`config.mk`:
```
export PLATFORM = sky130hd
export DESIGN_NAME = bad_char_substring_search_flat
export DESIGN_NICKNAME = d
export VERILOG_FILES = /design/src/hw/rtl/bcs_pkg.sv /design/src/hw/rtl/bcs_if.sv /design/src/hw/rtl/bad_char_substring_search.sv /design/src/hw/rtl/bcs_front.sv /design/src/hw/rtl/bcs_back.sv /design/src/flat_wrapper.sv
export SDC_FILE = /design/constraint.sdc
export NUM_CORES = 2
export LEC_CHECK = 0
export BUFFER_PORTS_ARGS = -buffer_cell sky130_fd_sc_hd__buf_4
export CAP_MARGIN = 25
export CORE_ASPECT_RATIO = 1.2
export CORE_MARGIN = 5
export CORE_UTILIZATION = 34
export CTS_CLUSTER_SIZE = 12
export DETAILED_ROUTE_END_ITERATION = 8
export PLACE_DENSITY = 0.58
export SLEW_MARGIN = 20
export SYNTH_ARGS = -nofsm -noshare
export SYNTH_HDL_FRONTEND = slang
export SYNTH_MEMORY_MAX_BITS = 65536
export SYNTH_SLANG_ARGS = --single-unit
```
`constraint.sdc`:
```
create_clock -name clk_i -period 19.7 [get_ports clk_i]
set_input_delay 3.94 -clock clk_i [delete_from_list [all_inputs] [get_ports clk_i]]
set_output_delay 3.94 -clock clk_i [all_outputs]
set_load 0.005 [all_outputs]
```
`src/hw/rtl/bcs_pkg.sv`:
```
// Shared constants, types and state codes for the bad-character substring search block.
package bcs_pkg;

  localparam int MAX_TEXT    = 256;
  localparam int MAX_PATTERN = 64;
  localparam int ALPHABET    = 256;
  localparam int STEP_LIMIT  = (MAX_TEXT + 1) * (MAX_PATTERN + 2) * 4;

  localparam int BYTE_W = 8;
  localparam int IDX_W  = 9;

  localparam int TA_W   = $clog2(MAX_TEXT);
  localparam int PA_W   = $clog2(MAX_PATTERN);
  localparam int ALPH_W = $clog2(ALPHABET);
  localparam int TL_W   = $clog2(MAX_TEXT + 1);
  localparam int JV_W   = $clog2(MAX_PATTERN + 1);
  localparam int K_W    = JV_W + 1;
  localparam int J_W    = $clog2(MAX_TEXT + MAX_PATTERN) + 1;
  localparam int STEP_W = $clog2(STEP_LIMIT + 1);

  localparam int QUEUE_DEPTH = 4;
  localparam int QP_W        = $clog2(QUEUE_DEPTH);
  localparam int QC_W        = $clog2(QUEUE_DEPTH + 1);

  localparam logic OP_PATTERN = 1'b0;
  localparam logic OP_TEXT    = 1'b1;

  typedef enum logic [1:0] {
    CMD_PATTERN,
    CMD_TEXT,
    CMD_TEXT_LAST
  } cmd_e;

  typedef struct packed {
    cmd_e                    kind;
    logic [BYTE_W-1:0]       value;
  } cmd_t;

  typedef enum logic [2:0] {
    ST_LOAD,
    ST_INIT,
    ST_FILL,
    ST_CHECK,
    ST_CMP,
    ST_JUMP,
    ST_EMIT
  } state_e;

endpackage

```
`src/hw/rtl/bcs_if.sv`:
```
// Valid/ready channel interfaces for the input bytes and the search results.
interface bcs_in_if;
  logic                          valid;
  logic                          ready;
  logic                          opcode;
  logic [bcs_pkg::BYTE_W-1:0]    byte_value;
  logic                          is_last;

  modport source (output valid, opcode, byte_value, is_last, input ready);
  modport sink   (input valid, opcode, byte_value, is_last, output ready);
endinterface

interface bcs_out_if;
  logic                          valid;
  logic                          ready;
  logic                          found;
  logic signed [bcs_pkg::IDX_W-1:0] match_index;
  logic                          overflowed;

  modport source (output valid, found, match_index, overflowed, input ready);
  modport sink   (input valid, found, match_index, overflowed, output ready);
endinterface

```
`src/hw/rtl/bad_char_substring_search.sv`:
```
// Top level of the bad-character substring search block.
// Usage:
//   in_i carries one byte per beat: opcode 0 loads a pattern byte, opcode 1 a text
//   byte; a text beat with is_last set closes the job and starts the search.
//   Pattern bytes should precede the text bytes of the same job. Bytes past 64
//   pattern or 256 text entries are dropped and reported through overflowed.
//   res_o carries one beat per job: found, match_index (-1 when absent) and
//   overflowed. Both stores are emptied once the result is taken into the
//   output register.
// Operation:
//   Load beats are taken one per cycle through a four-beat command queue while
//   the queue has room. After the closing beat the back end presets all 256 jump
//   table entries to the pattern length, writes each pattern byte's distance from
//   the pattern end into the table, then compares the window from its right end:
//   a match steps left and a mismatch jumps by the table entry of the text byte;
//   the walk is bounded at 67848 steps. A final check and the emit state follow;
//   the result is loaded into the output register when the emit state is left.
// Reset clears the lengths, the overflow flag, the queue and the output valid;
//   store contents need no clearing. When res_o stalls, the result holds in the
//   output register, the next search waits to emit, and input beats keep being
//   taken until the queue is full.
module bad_char_substring_search (
  input  logic      clk_i,
  input  logic      rst_ni,
  bcs_in_if.sink    in_i,
  bcs_out_if.source res_o
);

  logic          cmd_valid;
  logic          cmd_ready;
  bcs_pkg::cmd_t cmd;

  bcs_front u_front (
    .clk_i       (clk_i),
    .rst_ni      (rst_ni),
    .in_i        (in_i),
    .cmd_valid_o (cmd_valid),
    .cmd_ready_i (cmd_ready),
    .cmd_o       (cmd)
  );

  bcs_back u_back (
    .clk_i       (clk_i),
    .rst_ni      (rst_ni),
    .cmd_valid_i (cmd_valid),
    .cmd_ready_o (cmd_ready),
    .cmd_i       (cmd),
    .res_o       (res_o)
  );

endmodule

```
`src/hw/rtl/bcs_front.sv`:
```
// Front end: accept input beats, classify them into commands and queue them for the back end.
module bcs_front (
  input  logic          clk_i,
  input  logic          rst_ni,
  bcs_in_if.sink        in_i,
  output logic          cmd_valid_o,
  input  logic          cmd_ready_i,
  output bcs_pkg::cmd_t cmd_o
);

  bcs_pkg::cmd_t                   queue_q [bcs_pkg::QUEUE_DEPTH];
  logic [bcs_pkg::QP_W-1:0]        wr_ptr_q, wr_ptr_d;
  logic [bcs_pkg::QP_W-1:0]        rd_ptr_q, rd_ptr_d;
  logic [bcs_pkg::QC_W-1:0]        count_q, count_d;
  bcs_pkg::cmd_t                   beat_cmd;
  logic                            push;
  logic                            pop;

  always_comb begin
    beat_cmd.value = in_i.byte_value;
    unique case (in_i.opcode)
      bcs_pkg::OP_PATTERN: beat_cmd.kind = bcs_pkg::CMD_PATTERN;
      bcs_pkg::OP_TEXT:    beat_cmd.kind = in_i.is_last ? bcs_pkg::CMD_TEXT_LAST
                                                        : bcs_pkg::CMD_TEXT;
      default:             beat_cmd.kind = bcs_pkg::CMD_PATTERN;
    endcase
  end

  assign in_i.ready  = (count_q != bcs_pkg::QC_W'(bcs_pkg::QUEUE_DEPTH));
  assign cmd_valid_o = (count_q != '0);
  assign cmd_o       = queue_q[rd_ptr_q];
  assign push        = in_i.valid && in_i.ready;
  assign pop         = cmd_valid_o && cmd_ready_i;

  always_comb begin
    wr_ptr_d = push ? wr_ptr_q + 1'b1 : wr_ptr_q;
    rd_ptr_d = pop  ? rd_ptr_q + 1'b1 : rd_ptr_q;
    count_d  = count_q;
    if (push && !pop) begin
      count_d = count_q + 1'b1;
    end else if (pop && !push) begin
      count_d = count_q - 1'b1;
    end
  end

  always_ff @(posedge clk_i or negedge rst_ni) begin
    if (!rst_ni) begin
      wr_ptr_q <= '0;
      rd_ptr_q <= '0;
      count_q  <= '0;
    end else begin
      wr_ptr_q <= wr_ptr_d;
      rd_ptr_q <= rd_ptr_d;
      count_q  <= count_d;
    end
  end

  always_ff @(posedge clk_i) begin
    if (push) begin
      queue_q[wr_ptr_q] <= beat_cmd;
    end
  end

endmodule

```
`src/hw/rtl/bcs_back.sv`:
```
// Back end: byte stores, jump table build, scan sequencer and result register.
module bcs_back (
  input  logic          clk_i,
  input  logic          rst_ni,
  input  logic          cmd_valid_i,
  output logic          cmd_ready_o,
  input  bcs_pkg::cmd_t cmd_i,
  bcs_out_if.source     res_o
);

  localparam logic signed [bcs_pkg::J_W-1:0] J_ONE = 1;
  localparam logic signed [bcs_pkg::K_W-1:0] K_ONE = 1;

  logic [bcs_pkg::BYTE_W-1:0] text_mem [bcs_pkg::MAX_TEXT];
  logic [bcs_pkg::BYTE_W-1:0] pat_mem  [bcs_pkg::MAX_PATTERN];
  logic [bcs_pkg::JV_W-1:0]   jump_mem [bcs_pkg::ALPHABET];

  logic [bcs_pkg::BYTE_W-1:0] text_rd_q, pat_rd_q;
  logic [bcs_pkg::JV_W-1:0]   jump_rd_q;

  bcs_pkg::state_e            state_q, state_d;
  logic [bcs_pkg::TL_W-1:0]   text_len_q, text_len_d;
  logic [bcs_pkg::JV_W-1:0]   pat_len_q, pat_len_d;
  logic                       ovf_q, ovf_d;
  logic [bcs_pkg::ALPH_W-1:0] init_cnt_q, init_cnt_d;
  logic [bcs_pkg::JV_W-1:0]   fill_idx_q, fill_idx_d;
  logic [bcs_pkg::JV_W-1:0]   fill_pos_q, fill_pos_d;
  logic                       fill_rd_q, fill_rd_d;
  logic signed [bcs_pkg::J_W-1:0] j_q, j_d, w_q, w_d;
  logic signed [bcs_pkg::K_W-1:0] k_q, k_d;
  logic [bcs_pkg::STEP_W-1:0] steps_q, steps_d;
  logic                       res_found_q, res_found_d;
  logic [bcs_pkg::IDX_W-1:0]  res_idx_q, res_idx_d;
  logic                       out_valid_q, out_valid_d;
  logic                       out_found_q;
  logic [bcs_pkg::IDX_W-1:0]  out_idx_q;
  logic                       out_ovf_q;

  logic                       text_we, pat_we, jump_we;
  logic [bcs_pkg::TA_W-1:0]   text_waddr, text_raddr;
  logic [bcs_pkg::PA_W-1:0]   pat_waddr, pat_raddr;
  logic [bcs_pkg::ALPH_W-1:0] jump_waddr;
  logic [bcs_pkg::JV_W-1:0]   jump_wdata;
  logic                       out_load;

  logic signed [bcs_pkg::K_W-1:0] k_top;
  logic signed [bcs_pkg::J_W-1:0] j_top, n_s, j_plus, j_jump, w_next;
  logic                       running;
  logic                       fill_more;

  assign k_top     = $signed({1'b0, pat_len_q} - bcs_pkg::K_W'(1));
  assign j_top     = bcs_pkg::J_W'(k_top);
  assign n_s       = bcs_pkg::J_W'($signed({1'b0, text_len_q}));
  assign j_plus    = j_q + J_ONE;
  assign w_next    = w_q + J_ONE;
  assign j_jump    = j_q + bcs_pkg::J_W'($signed({1'b0, jump_rd_q}));
  assign running   = (j_q < n_s) && !k_q[bcs_pkg::K_W-1];
  assign fill_more = (fill_idx_q < pat_len_q);

  assign text_raddr = j_q[bcs_pkg::TA_W-1:0];
  assign pat_raddr  = (state_q == bcs_pkg::ST_FILL) ? fill_idx_q[bcs_pkg::PA_W-1:0]
                                                     : k_q[bcs_pkg::PA_W-1:0];

  always_comb begin
    state_d     = state_q;
    text_len_d  = text_len_q;
    pat_len_d   = pat_len_q;
    ovf_d       = ovf_q;
    init_cnt_d  = init_cnt_q;
    fill_idx_d  = fill_idx_q;
    fill_pos_d  = fill_pos_q;
    fill_rd_d   = fill_rd_q;
    j_d         = j_q;
    k_d         = k_q;
    w_d         = w_q;
    steps_d     = steps_q;
    res_found_d = res_found_q;
    res_idx_d   = res_idx_q;
    cmd_ready_o = 1'b0;
    out_load    = 1'b0;
    text_we     = 1'b0;
    pat_we      = 1'b0;
    jump_we     = 1'b0;
    text_waddr  = text_len_q[bcs_pkg::TA_W-1:0];
    pat_waddr   = pat_len_q[bcs_pkg::PA_W-1:0];
    jump_waddr  = init_cnt_q;
    jump_wdata  = pat_len_q;

    unique case (state_q)
      bcs_pkg::ST_LOAD: begin
        cmd_ready_o = 1'b1;
        if (cmd_valid_i) begin
          unique case (cmd_i.kind) inside
            bcs_pkg::CMD_PATTERN: begin
              if (pat_len_q < bcs_pkg::JV_W'(bcs_pkg::MAX_PATTERN)) begin
                pat_we    = 1'b1;
                pat_len_d = pat_len_q + 1'b1;
              end else begin
                ovf_d = 1'b1;
              end
            end
            bcs_pkg::CMD_TEXT, bcs_pkg::CMD_TEXT_LAST: begin
              if (text_len_q < bcs_pkg::TL_W'(bcs_pkg::MAX_TEXT)) begin
                text_we    = 1'b1;
                text_len_d = text_len_q + 1'b1;
              end else begin
                ovf_d = 1'b1;
              end
              if (cmd_i.kind == bcs_pkg::CMD_TEXT_LAST) begin
                state_d    = bcs_pkg::ST_INIT;
                init_cnt_d = '0;
              end
            end
            default: ;
          endcase
        end
      end
      bcs_pkg::ST_INIT: begin
        jump_we    = 1'b1;
        init_cnt_d = init_cnt_q + 1'b1;
        if (init_cnt_q == '1) begin
          state_d    = bcs_pkg::ST_FILL;
          fill_idx_d = '0;
          fill_rd_d  = 1'b0;
        end
      end
      bcs_pkg::ST_FILL: begin
        fill_rd_d  = fill_more;
        fill_pos_d = fill_idx_q;
        if (fill_more) begin
          fill_idx_d = fill_idx_q + 1'b1;
        end
        if (fill_rd_q) begin
          jump_we    = 1'b1;
          jump_waddr = pat_rd_q;
          jump_wdata = pat_len_q - fill_pos_q - bcs_pkg::JV_W'(1);
        end
        if (!fill_more && !fill_rd_q) begin
          state_d = bcs_pkg::ST_CHECK;
          j_d     = j_top;
          k_d     = k_top;
          w_d     = j_top;
          steps_d = '0;
        end
      end
      bcs_pkg::ST_CHECK: begin
        if (!running) begin
          res_found_d = k_q[bcs_pkg::K_W-1];
          res_idx_d   = k_q[bcs_pkg::K_W-1] ? bcs_pkg::IDX_W'(j_plus) : '1;
          state_d     = bcs_pkg::ST_EMIT;
        end else if (steps_q == bcs_pkg::STEP_W'(bcs_pkg::STEP_LIMIT)) begin
          res_found_d = 1'b0;
          res_idx_d   = '1;
          state_d     = bcs_pkg::ST_EMIT;
        end else begin
          steps_d = steps_q + 1'b1;
          if (j_q[bcs_pkg::J_W-1]) begin
            j_d = w_next;
            k_d = k_top;
            w_d = w_next;
          end else begin
            state_d = bcs_pkg::ST_CMP;
          end
        end
      end
      bcs_pkg::ST_CMP: begin
        if (text_rd_q == pat_rd_q) begin
          j_d     = j_q - J_ONE;
          k_d     = k_q - K_ONE;
          state_d = bcs_pkg::ST_CHECK;
        end else begin
          state_d = bcs_pkg::ST_JUMP;
        end
      end
      bcs_pkg::ST_JUMP: begin
        j_d     = j_jump;
        k_d     = k_top;
        w_d     = j_jump;
        state_d = bcs_pkg::ST_CHECK;
      end
      bcs_pkg::ST_EMIT: begin
        if (!out_valid_q || res_o.ready) begin
          out_load   = 1'b1;
          text_len_d = '0;
          pat_len_d  = '0;
          ovf_d      = 1'b0;
          state_d    = bcs_pkg::ST_LOAD;
        end
      end
      default: state_d = bcs_pkg::ST_LOAD;
    endcase
  end

  always_comb begin
    out_valid_d = out_valid_q;
    if (out_load) begin
      out_valid_d = 1'b1;
    end else if (res_o.ready) begin
      out_valid_d = 1'b0;
    end
  end

  always_ff @(posedge clk_i or negedge rst_ni) begin
    if (!rst_ni) begin
      state_q     <= bcs_pkg::ST_LOAD;
      text_len_q  <= '0;
      pat_len_q   <= '0;
      ovf_q       <= 1'b0;
      init_cnt_q  <= '0;
      fill_idx_q  <= '0;
      fill_pos_q  <= '0;
      fill_rd_q   <= 1'b0;
      out_valid_q <= 1'b0;
    end else begin
      state_q     <= state_d;
      text_len_q  <= text_len_d;
      pat_len_q   <= pat_len_d;
      ovf_q       <= ovf_d;
      init_cnt_q  <= init_cnt_d;
      fill_idx_q  <= fill_idx_d;
      fill_pos_q  <= fill_pos_d;
      fill_rd_q   <= fill_rd_d;
      out_valid_q <= out_valid_d;
    end
  end

  always_ff @(posedge clk_i) begin
    j_q         <= j_d;
    k_q         <= k_d;
    w_q         <= w_d;
    steps_q     <= steps_d;
    res_found_q <= res_found_d;
    res_idx_q   <= res_idx_d;
    if (out_load) begin
      out_found_q <= res_found_q;
      out_idx_q   <= res_idx_q;
      out_ovf_q   <= ovf_q;
    end
  end

  always_ff @(posedge clk_i) begin
    if (text_we) begin
      text_mem[text_waddr] <= cmd_i.value;
    end
    text_rd_q <= text_mem[text_raddr];
  end

  always_ff @(posedge clk_i) begin
    if (pat_we) begin
      pat_mem[pat_waddr] <= cmd_i.value;
    end
    pat_rd_q <= pat_mem[pat_raddr];
  end

  always_ff @(posedge clk_i) begin
    if (jump_we) begin
      jump_mem[jump_waddr] <= jump_wdata;
    end
    jump_rd_q <= jump_mem[text_rd_q];
  end

  assign res_o.valid       = out_valid_q;
  assign res_o.found       = out_found_q;
  assign res_o.match_index = $signed(out_idx_q);
  assign res_o.overflowed  = out_ovf_q;

endmodule

```
`src/flat_wrapper.sv`:
```
// flat-port wrapper written by rule: the top's interface ports become plain ports
module bad_char_substring_search_flat 
  (clk_i, rst_ni, in_i_valid, in_i_opcode, in_i_byte_value, in_i_is_last, in_i_ready, res_o_valid, res_o_found, res_o_match_index, res_o_overflowed, res_o_ready);
  bcs_in_if in_i_i ();
  bcs_out_if res_o_i ();
  input  logic clk_i;
  input  logic rst_ni;
  input wire logic [$bits(in_i_i.valid)-1:0] in_i_valid;
  input wire logic [$bits(in_i_i.opcode)-1:0] in_i_opcode;
  input wire logic [$bits(in_i_i.byte_value)-1:0] in_i_byte_value;
  input wire logic [$bits(in_i_i.is_last)-1:0] in_i_is_last;
  output wire logic [$bits(in_i_i.ready)-1:0] in_i_ready;
  output wire logic [$bits(res_o_i.valid)-1:0] res_o_valid;
  output wire logic [$bits(res_o_i.found)-1:0] res_o_found;
  output wire logic [$bits(res_o_i.match_index)-1:0] res_o_match_index;
  output wire logic [$bits(res_o_i.overflowed)-1:0] res_o_overflowed;
  input wire logic [$bits(res_o_i.ready)-1:0] res_o_ready;
  assign in_i_i.valid = in_i_valid;
  assign in_i_i.opcode = in_i_opcode;
  assign in_i_i.byte_value = in_i_byte_value;
  assign in_i_i.is_last = in_i_is_last;
  assign in_i_ready = in_i_i.ready;
  assign res_o_valid = res_o_i.valid;
  assign res_o_found = res_o_i.found;
  assign res_o_match_index = res_o_i.match_index;
  assign res_o_overflowed = res_o_i.overflowed;
  assign res_o_i.ready = res_o_ready;
  bad_char_substring_search u_core (.clk_i(clk_i), .rst_ni(rst_ni), .in_i(in_i_i), .res_o(res_o_i));
endmodule
```
# == Word-level counts from Yosys, hierarchy flattened ==
# Memories as Yosys holds them, arrays and structs flattened. A register that Yosys moved wholly into a read port is not among the register bits.
# Cells that the tools add are included.
# op_classes
n_eq_ne,31
n_mux,93
addsub,17
magnitude_cmp,4
bitwise_logic,1
reduce_logical,37
# ops
cell,count
10-bit two-way mux,8
8-bit two-way mux,10
9-bit two-way mux,7
7-bit two-way mux,8
17-bit two-way mux,3
10-bit case mux with 4 select lines,1
3-bit two-way mux,12
17-bit case mux with 2 select lines,1
8-bit case mux with 4 select lines,1
10-bit case mux with 3 select lines,1
1-bit two-way mux,29
7-bit case mux with 2 select lines,2
2-bit != test (second input constant),11
3-bit case mux with 7 select lines,1
5-bit AND reduction,4
9-bit case mux with 2 select lines,1
17-bit by 1-bit adder with 17-bit output (second input constant),1
17-bit == test (second input constant),1
8-bit case mux with 2 select lines,1
7-bit by 1-bit adder with 7-bit output (second input constant),2
6-bit AND reduction,2
2-bit nonzero test,6
10-bit by 2-bit adder with 10-bit output (second input constant),1
10-bit by 8-bit adder with 10-bit output,1
other kinds (43),68
# word_totals
out_inout_bits,13
word_cells,209
ramBits,4392
input_bits,14
register_bits,117
memories,4
# mem_list
name,depth,word_bits,read_ports,rd_ports_with_merged_regs,wr,line_no,text
u_core.u_back.text_mem,256,8,1,1,1,bcs_back.sv:14,logic [bcs_pkg::BYTE_W-1:0] text_mem [bcs_pkg::MAX_TEXT];
u_core.u_back.jump_mem,256,7,1,1,1,bcs_back.sv:16,logic [bcs_pkg::JV_W-1:0] jump_mem [bcs_pkg::ALPHABET];
u_core.u_back.pat_mem,64,8,1,1,1,bcs_back.sv:15,logic [bcs_pkg::BYTE_W-1:0] pat_mem [bcs_pkg::MAX_PATTERN];
u_core.u_front.queue_q,4,10,1,0,1,bcs_front.sv:11,bcs_pkg::cmd_t queue_q [bcs_pkg::QUEUE_DEPTH];

# == Logic depth before layout (Yosys ltp) ==
# An unclocked memory read counts as a cell.
# logic_depth
depth_word,8
ltp_mapped,14
ltp_nobuf,10

# == Hierarchy ==
# A second synthesis with hierarchy kept.
# hier_totals
hier_cells,8892
area_unflattened_um2,177341.3
# by_module_without_submodules
mod,seq_area_each_um2,n_inst,cells_each,area_per_inst_um2
bcs_back,134228.7,1,8803,175458.3
bcs_front,1376.3,1,89,1883.1

# == Worst setup path before layout ==
# OpenSTA, ideal clock, no wires.
# synth_timing
path_type,register to register
from,register u_core.u_back.state_q[0]
to,"memory u_core.u_back.jump_mem[0][3] (netlist name), data pin"
period_less_slack_ps,13667
stages_incl_launch_ff,8
setup_time_ps,2187
slack_ps,6033
arrival_ps,11480
path_buffers,4
required_time_ps,17513
path_cell_list,dfrtp_1 -> buf_2 -> nor3b_1 -> buf_2 -> buf_2 -> nand2_1 -> clkbuf_1 -> o21ai_0
# synth_between
elab_chain_len,2
# synth_lines
element,line_no,text
start: declaration,bcs_back.sv:21,"bcs_pkg::state_e state_q, state_d;"
start signal: assignment,bcs_back.sv:205,state_q <= bcs_pkg::ST_LOAD;
start signal: assignment,bcs_back.sv:215,state_q <= state_d;
3-bit by 2-bit == test with 1-bit output,bcs_back.sv:89,unique case (state_q)
7-bit two-way mux,bcs_back.sv:89,
named net u_core.u_back.jump_wdata (one bit),bcs_back.sv:43,logic [bcs_pkg::JV_W-1:0] jump_wdata;
end: declaration,bcs_back.sv:16,
# The timed path passes the listed nets, and every way through them passes these cells.

==> results.rst <==
.. list-table::
   :header-rows: 1

   * - Metric
     - Value
   * - Area of the core
     - 522000 um^2
   * - Antenna violations before repair
     - 19
   * - Leakage power summed over all cells
     - 57.6 nW
   * - Proportion of synthesized chip area in sequential cells
     - 76.3%
   * - Width of the die
     - 670 um
   * - Average wire per standard cell
     - 28.5 um
   * - Total number of clock tree sinks
     - 4532
   * - Most used flip-flop cell after synthesis
     - edfxtp_1
   * - Adder-cell area share of the yosys netlist
     - 0.372%
   * - Residual overflow from global routing
     - 0
   * - Final design area excluding fillers
     - 200000 um^2
   * - Data arrival time of the critical path
     - 7.70 ns
   * - Total GRT Usage
     - 17.0%
   * - Post-route setup TNS
     - 0 ns
   * - Number of max-cap violations
     - 0
   * - Power density over cell area
     - 94.9 nW/um^2
   * - Worst clock skew
     - 0.0886 ns
   * - Vias/cell
     - 5.46
   * - Launch instance of the worst min-delay path
     - u_core.u_back.res_idx_q[8]$_SDFFCE_PP1P_
   * - Number of max-slew violations in the final report
     - 0
   * - Worst hold endpoint
     - u_core.u_back.res_o.match_index[8]$_DFFE_PP_
   * - Root Buffer
     - clkbuf_16
   * - Slowest cell on the critical path
     - buf_4
   * - Site row count
     - 291
   * - Synth Area in Compound Gates
     - 4.03%
   * - Number of enable-type register cells in the synthesized netlist
     - 4458
   * - Result of the run
     - complete, no violations
   * - Crit path launch type
     - register
   * - Critical Path Fanout Max
     - 68
   * - Total Wirelength
     - 472000 um
   * - Post-synthesis xor/xnor area fraction
     - 0.384%
   * - Slew headroom
     - 18.0%
   * - Largest net degree at the start of global routing
     - 205
   * - Beginning of the worst register-to-register path
     - u_core.u_back.j_q[0]$_DFFE_PP_
   * - CP Capture Type
     - register
   * - Post-CTS Setup Repair Bufs
     - 0
   * - Starting Density
     - 34.1%
   * - Insertion delay to the later sink of the worst-skew pair
     - 1.04 ns
   * - Hold Fails Final Rpt
     - 0
   * - Maximum single-stage delay on the critical path
     - 0.84 ns
   * - Achievable Freq
     - 147 MHz
   * - Routability congestion estimate from global placement
     - 0.840
   * - Worst r2r path cells
     - 11
   * - Number of different library cells in the post-synthesis netlist
     - 75
   * - DR pass1 iterations
     - 6
   * - DIE HEIGHT
     - 802 um
   * - TritonCTS clock tree
     - built
   * - Critical Setup Path Class
     - reg -> reg
   * - Post-DP HPWL
     - 284000 um
   * - Area overhead of the layout relative to synthesis
     - 12.3%
   * - Top cell by count, worst path
     - buf_4
   * - Dpl ws
     - 12.82 ns
   * - Final Hold Slack
     - 0.418 ns
   * - Crit path cell chain
     - buf_12 > buf_4 > buf_4 > buf_4 > buf_4 > mux4_2 > mux4_2 > mux2i_1 > nor2_1 > a2111oi_0 > o21ai_0
   * - Crit path time final
     - 6.81 ns
   * - CTS H-tree lvls
     - 5
   * - Buffers added on ports
     - 26
   * - Required time of the worst setup path
     - 20.59 ns
   * - Setup-failing EPs final
     - 0
   * - Number of instances resized during post-cts repair
     - 0
   * - DP Area
     - 186000 um^2
   * - Register-to-register path setup slack
     - 12.89 ns
   * - Maximum root-to-sink buffer count
     - 4
   * - Vias in the first global route
     - 92734
   * - Flops & latches, synth
     - 4532
   * - Global-route wire length before repair
     - 677000 um
   * - Final-stage net count
     - 9423
   * - Main combinational cell family by area after synthesis
     - multiplexers
   * - Synthesized area
     - 178000 um^2
   * - Number of synthesis warnings
     - 0
   * - Inserted Clock Buffers
     - 445
   * - Hold depth
     - 0
   * - I/O pin count
     - 27
   * - Final-layout fill cell count
     - 47063
   * - Asr flop ratio synth
     - 1.13%
   * - Fraction of final layout cells with drive strength greater than 1
     - 18.8%
   * - Worst hold-check path type
     - reg -> reg
   * - DRC
     - 0
   * - Count of routing violations after the opening detailed-route iteration
     - 9510
   * - Clock-pin transition on the worst setup and hold timing paths
     - 0.07 ns
   * - Residual antenna-violating net count after detailed routing
     - 0
   * - Post-Synthesis Mean Instance Area
     - 19.4 um^2
   * - Post-route worst setup slack
     - 12.89 ns
   * - Hold buffer count at CTS
     - 0
   * - Net count after synthesis
     - 9247
   * - DR vias
     - 90239
   * - Total chip power
     - 18.9 mW
   * - Die Outline Area
     - 538000 um^2
   * - Post-synthesis cell count
     - 9182
   * - Period utilisation layout
     - 34.6%
   * - RSZ-0062 raised after global routing
     - no
   * - Simple-gate share of the synthesized area
     - 3.67%
   * - Capture point of the worst reg-to-reg path
     - u_core.u_back.text_rd_q[0]$_DFF_P_
   * - Share of cell area taken by muxes after synthesis
     - 13.8%
   * - Measured slew at the worst slew-check pin
     - 1.23 ns
   * - Max VDD drop
     - 0.0867 mV
==> Yosys cell counts (all sizes together) (10+ instances only) <==
| master | n | area (um^2) |
|---|---|---|
| xnor2 | 51 | 447 |
| mux2i | 428 | 4300 |
| clkbuf | 301 | 1130 |
| nand4 | 36 | 225 |
| ha | 48 | 601 |
| nor4 | 14 | 87.6 |
| o2111ai | 12 | 105 |
| o21ai | 128 | 641 |
| o221ai | 37 | 324 |
| edfxtp | 4458 | 134000 |
| nor3 | 50 | 250 |
| nand3b | 18 | 135 |
| mux2 | 171 | 1930 |
| inv | 47 | 176 |
| nor2 | 735 | 2760 |
| a22oi | 149 | 1120 |
| buf | 230 | 1200 |
| a22o | 42 | 368 |
| a221o | 17 | 170 |
| a2111oi | 38 | 342 |
| dfrtp | 51 | 1280 |
| o211ai | 19 | 143 |
| a211oi | 97 | 728 |
| o22ai | 195 | 1220 |
| dfxtp | 23 | 460 |
| o31ai | 13 | 97.6 |
| nand2 | 336 | 1260 |
| and3 | 19 | 119 |
| nand3 | 153 | 766 |
| a21boi | 10 | 75.1 |
| a21o | 11 | 82.6 |
| nor2b | 51 | 319 |
| or3 | 26 | 163 |
| xor2 | 27 | 236 |
| and2 | 14 | 87.6 |
| mux4 | 817 | 18400 |
| nand2b | 21 | 131 |
| a21oi | 115 | 576 |
| a221oi | 63 | 552 |
| a31oi | 25 | 156 |
==> stage by stage <==
| step | utilization [%] | std cells |
|---|---|---|
| 6_report | 38.2 | 16530 |
| 5_1_grt | 38.2 | 16524 |
| 4_1_cts | 38.2 | 16511 |
| 3_5_place_dp | 35.7 | 15785 |
| 3_3_place_gp | 35.7 | 15773 |
| 2_1_floorplan | - | 9182 |
==> per-layer routing <==
| layer | vias up | wire length (um) | GRT usage (%) |
|---|---|---|---|
| met1 | 47930 | 184000 | 21.8 |
| met5 | - | 33 | 0 |
| li1 | 37883 | - | - |
| met3 | 852 | 33800 | 3.15 |
| met2 | 3570 | 233000 | 28.6 |
| met4 | 4 | 20200 | 6.52 |
==> layout by cell type (no fill, tap or decap), drive strengths merged, types with 27 or more instances in the layout <==
master   Yosys  layout
a2111oi     38      38
a211oi      97      97
a21oi      115     115
a221oi      63      63
a22o        42      42
a22oi      149     149
buf        230     259
clkbuf     301     612
clkinv       4     103
dfrtp       51      51
edfxtp    4458    4458
ha          48      48
inv         47      57
mux2       171     171
mux2i      428     428
mux4       817     817
nand2      336     336
nand3      153     153
nand4       36      36
nor2       735     735
nor2b       51      51
nor3        50      50
o21ai      128     128
o221ai      37      37
o22ai      195     195
xnor2       51      51
xor2        27      27
==> worst max-delay path, delay by kind of cell, from the launching register on <==
kind	cells	cell delay [ns]
AO/OA/AOI/OAI	2	0.74
buffers and inverters	5	3.54
flip-flops	1	0.82
multiplexers	3	1.20
AND/OR/NAND/NOR	1	0.09
==> logic make-up (layout without fill, tap and decap cells) <==
| group | after synthesis | count (layout) |
|---|---|---|
| AO/OA/AOI/OAI | 1024 | 1024 |
| XOR/XNOR | 78 | 78 |
| adder cells (fa/ha/maj) | 51 | 51 |
| buffers and inverters | 582 | 1037 |
| flip-flops | 4532 | 4532 |
| multiplexers | 1416 | 1416 |
| other | 0 | 8 |
| AND/OR/NAND/NOR | 1499 | 1499 |
==> registers in the layout (all words and copies together), names as in the netlist, 8 cells and up <==
register and cells:
u_core.u_back.text_mem 2048, u_core.u_back.jump_mem 1792, u_core.u_back.pat_mem 512, u_core.u_front.queue_q 40, u_core.u_back.steps_q 17, u_core.u_back.j_q 10, u_core.u_back.w_q 10, u_core.u_back.res_idx_q 9
u_core.u_back.res_o.match_index 9, u_core.u_back.text_len_q 9, u_core.u_back.init_cnt_q 8, u_core.u_back.k_q 8, u_core.u_back.pat_rd_q 8, u_core.u_back.text_rd_q 8
==> layout make-up <==
| type | count | area [um^2] | area share [%] |
|---|---|---|---|
| timing repair buffer | 260 | 2290 | 1.15 |
| clock buffer | 611 | 11900 | 5.94 |
| clock inverter | 115 | 1090 | 0.548 |
| sequential | 4532 | 136000 | 67.9 |
| multi-input combinational | 4068 | 40000 | 20.0 |
| inverter | 51 | 191 | 0.0959 |
| antenna | 8 | 20.0 | 0.0100 |
| tap | 6885 | 8610 | 4.31 |
==> power breakdown <==
part	switching (mW)	internal [mW]	total, mW
Combinational	0.341	0.0392	0.380
Sequential	0.00851	10.7	10.8
Clock	3.56	4.25	7.80
==> how the worst max path moves through the flow <==
stage                     slack [ns]                                      to  cells after the start                                  from
after global placement         12.70      u_core.u_back.text_rd_q[0]$_DFF_P_                     11        u_core.u_back.j_q[0]$_DFFE_PP_
after global routing           12.37      u_core.u_back.text_rd_q[0]$_DFF_P_                     11        u_core.u_back.j_q[0]$_DFFE_PP_
after floorplan                 6.03  u_core.u_back.jump_mem[0][3]$_DFFE_PP_                      7  u_core.u_back.state_q[0]$_DFFE_PN0P_
after CTS                      12.78      u_core.u_back.text_rd_q[0]$_DFF_P_                     11        u_core.u_back.j_q[0]$_DFFE_PP_
final                          12.89      u_core.u_back.text_rd_q[0]$_DFF_P_                     11        u_core.u_back.j_q[0]$_DFFE_PP_
after detailed placement       12.82      u_core.u_back.text_rd_q[0]$_DFF_P_                     11        u_core.u_back.j_q[0]$_DFFE_PP_
(Power assumes the default switching activity.)
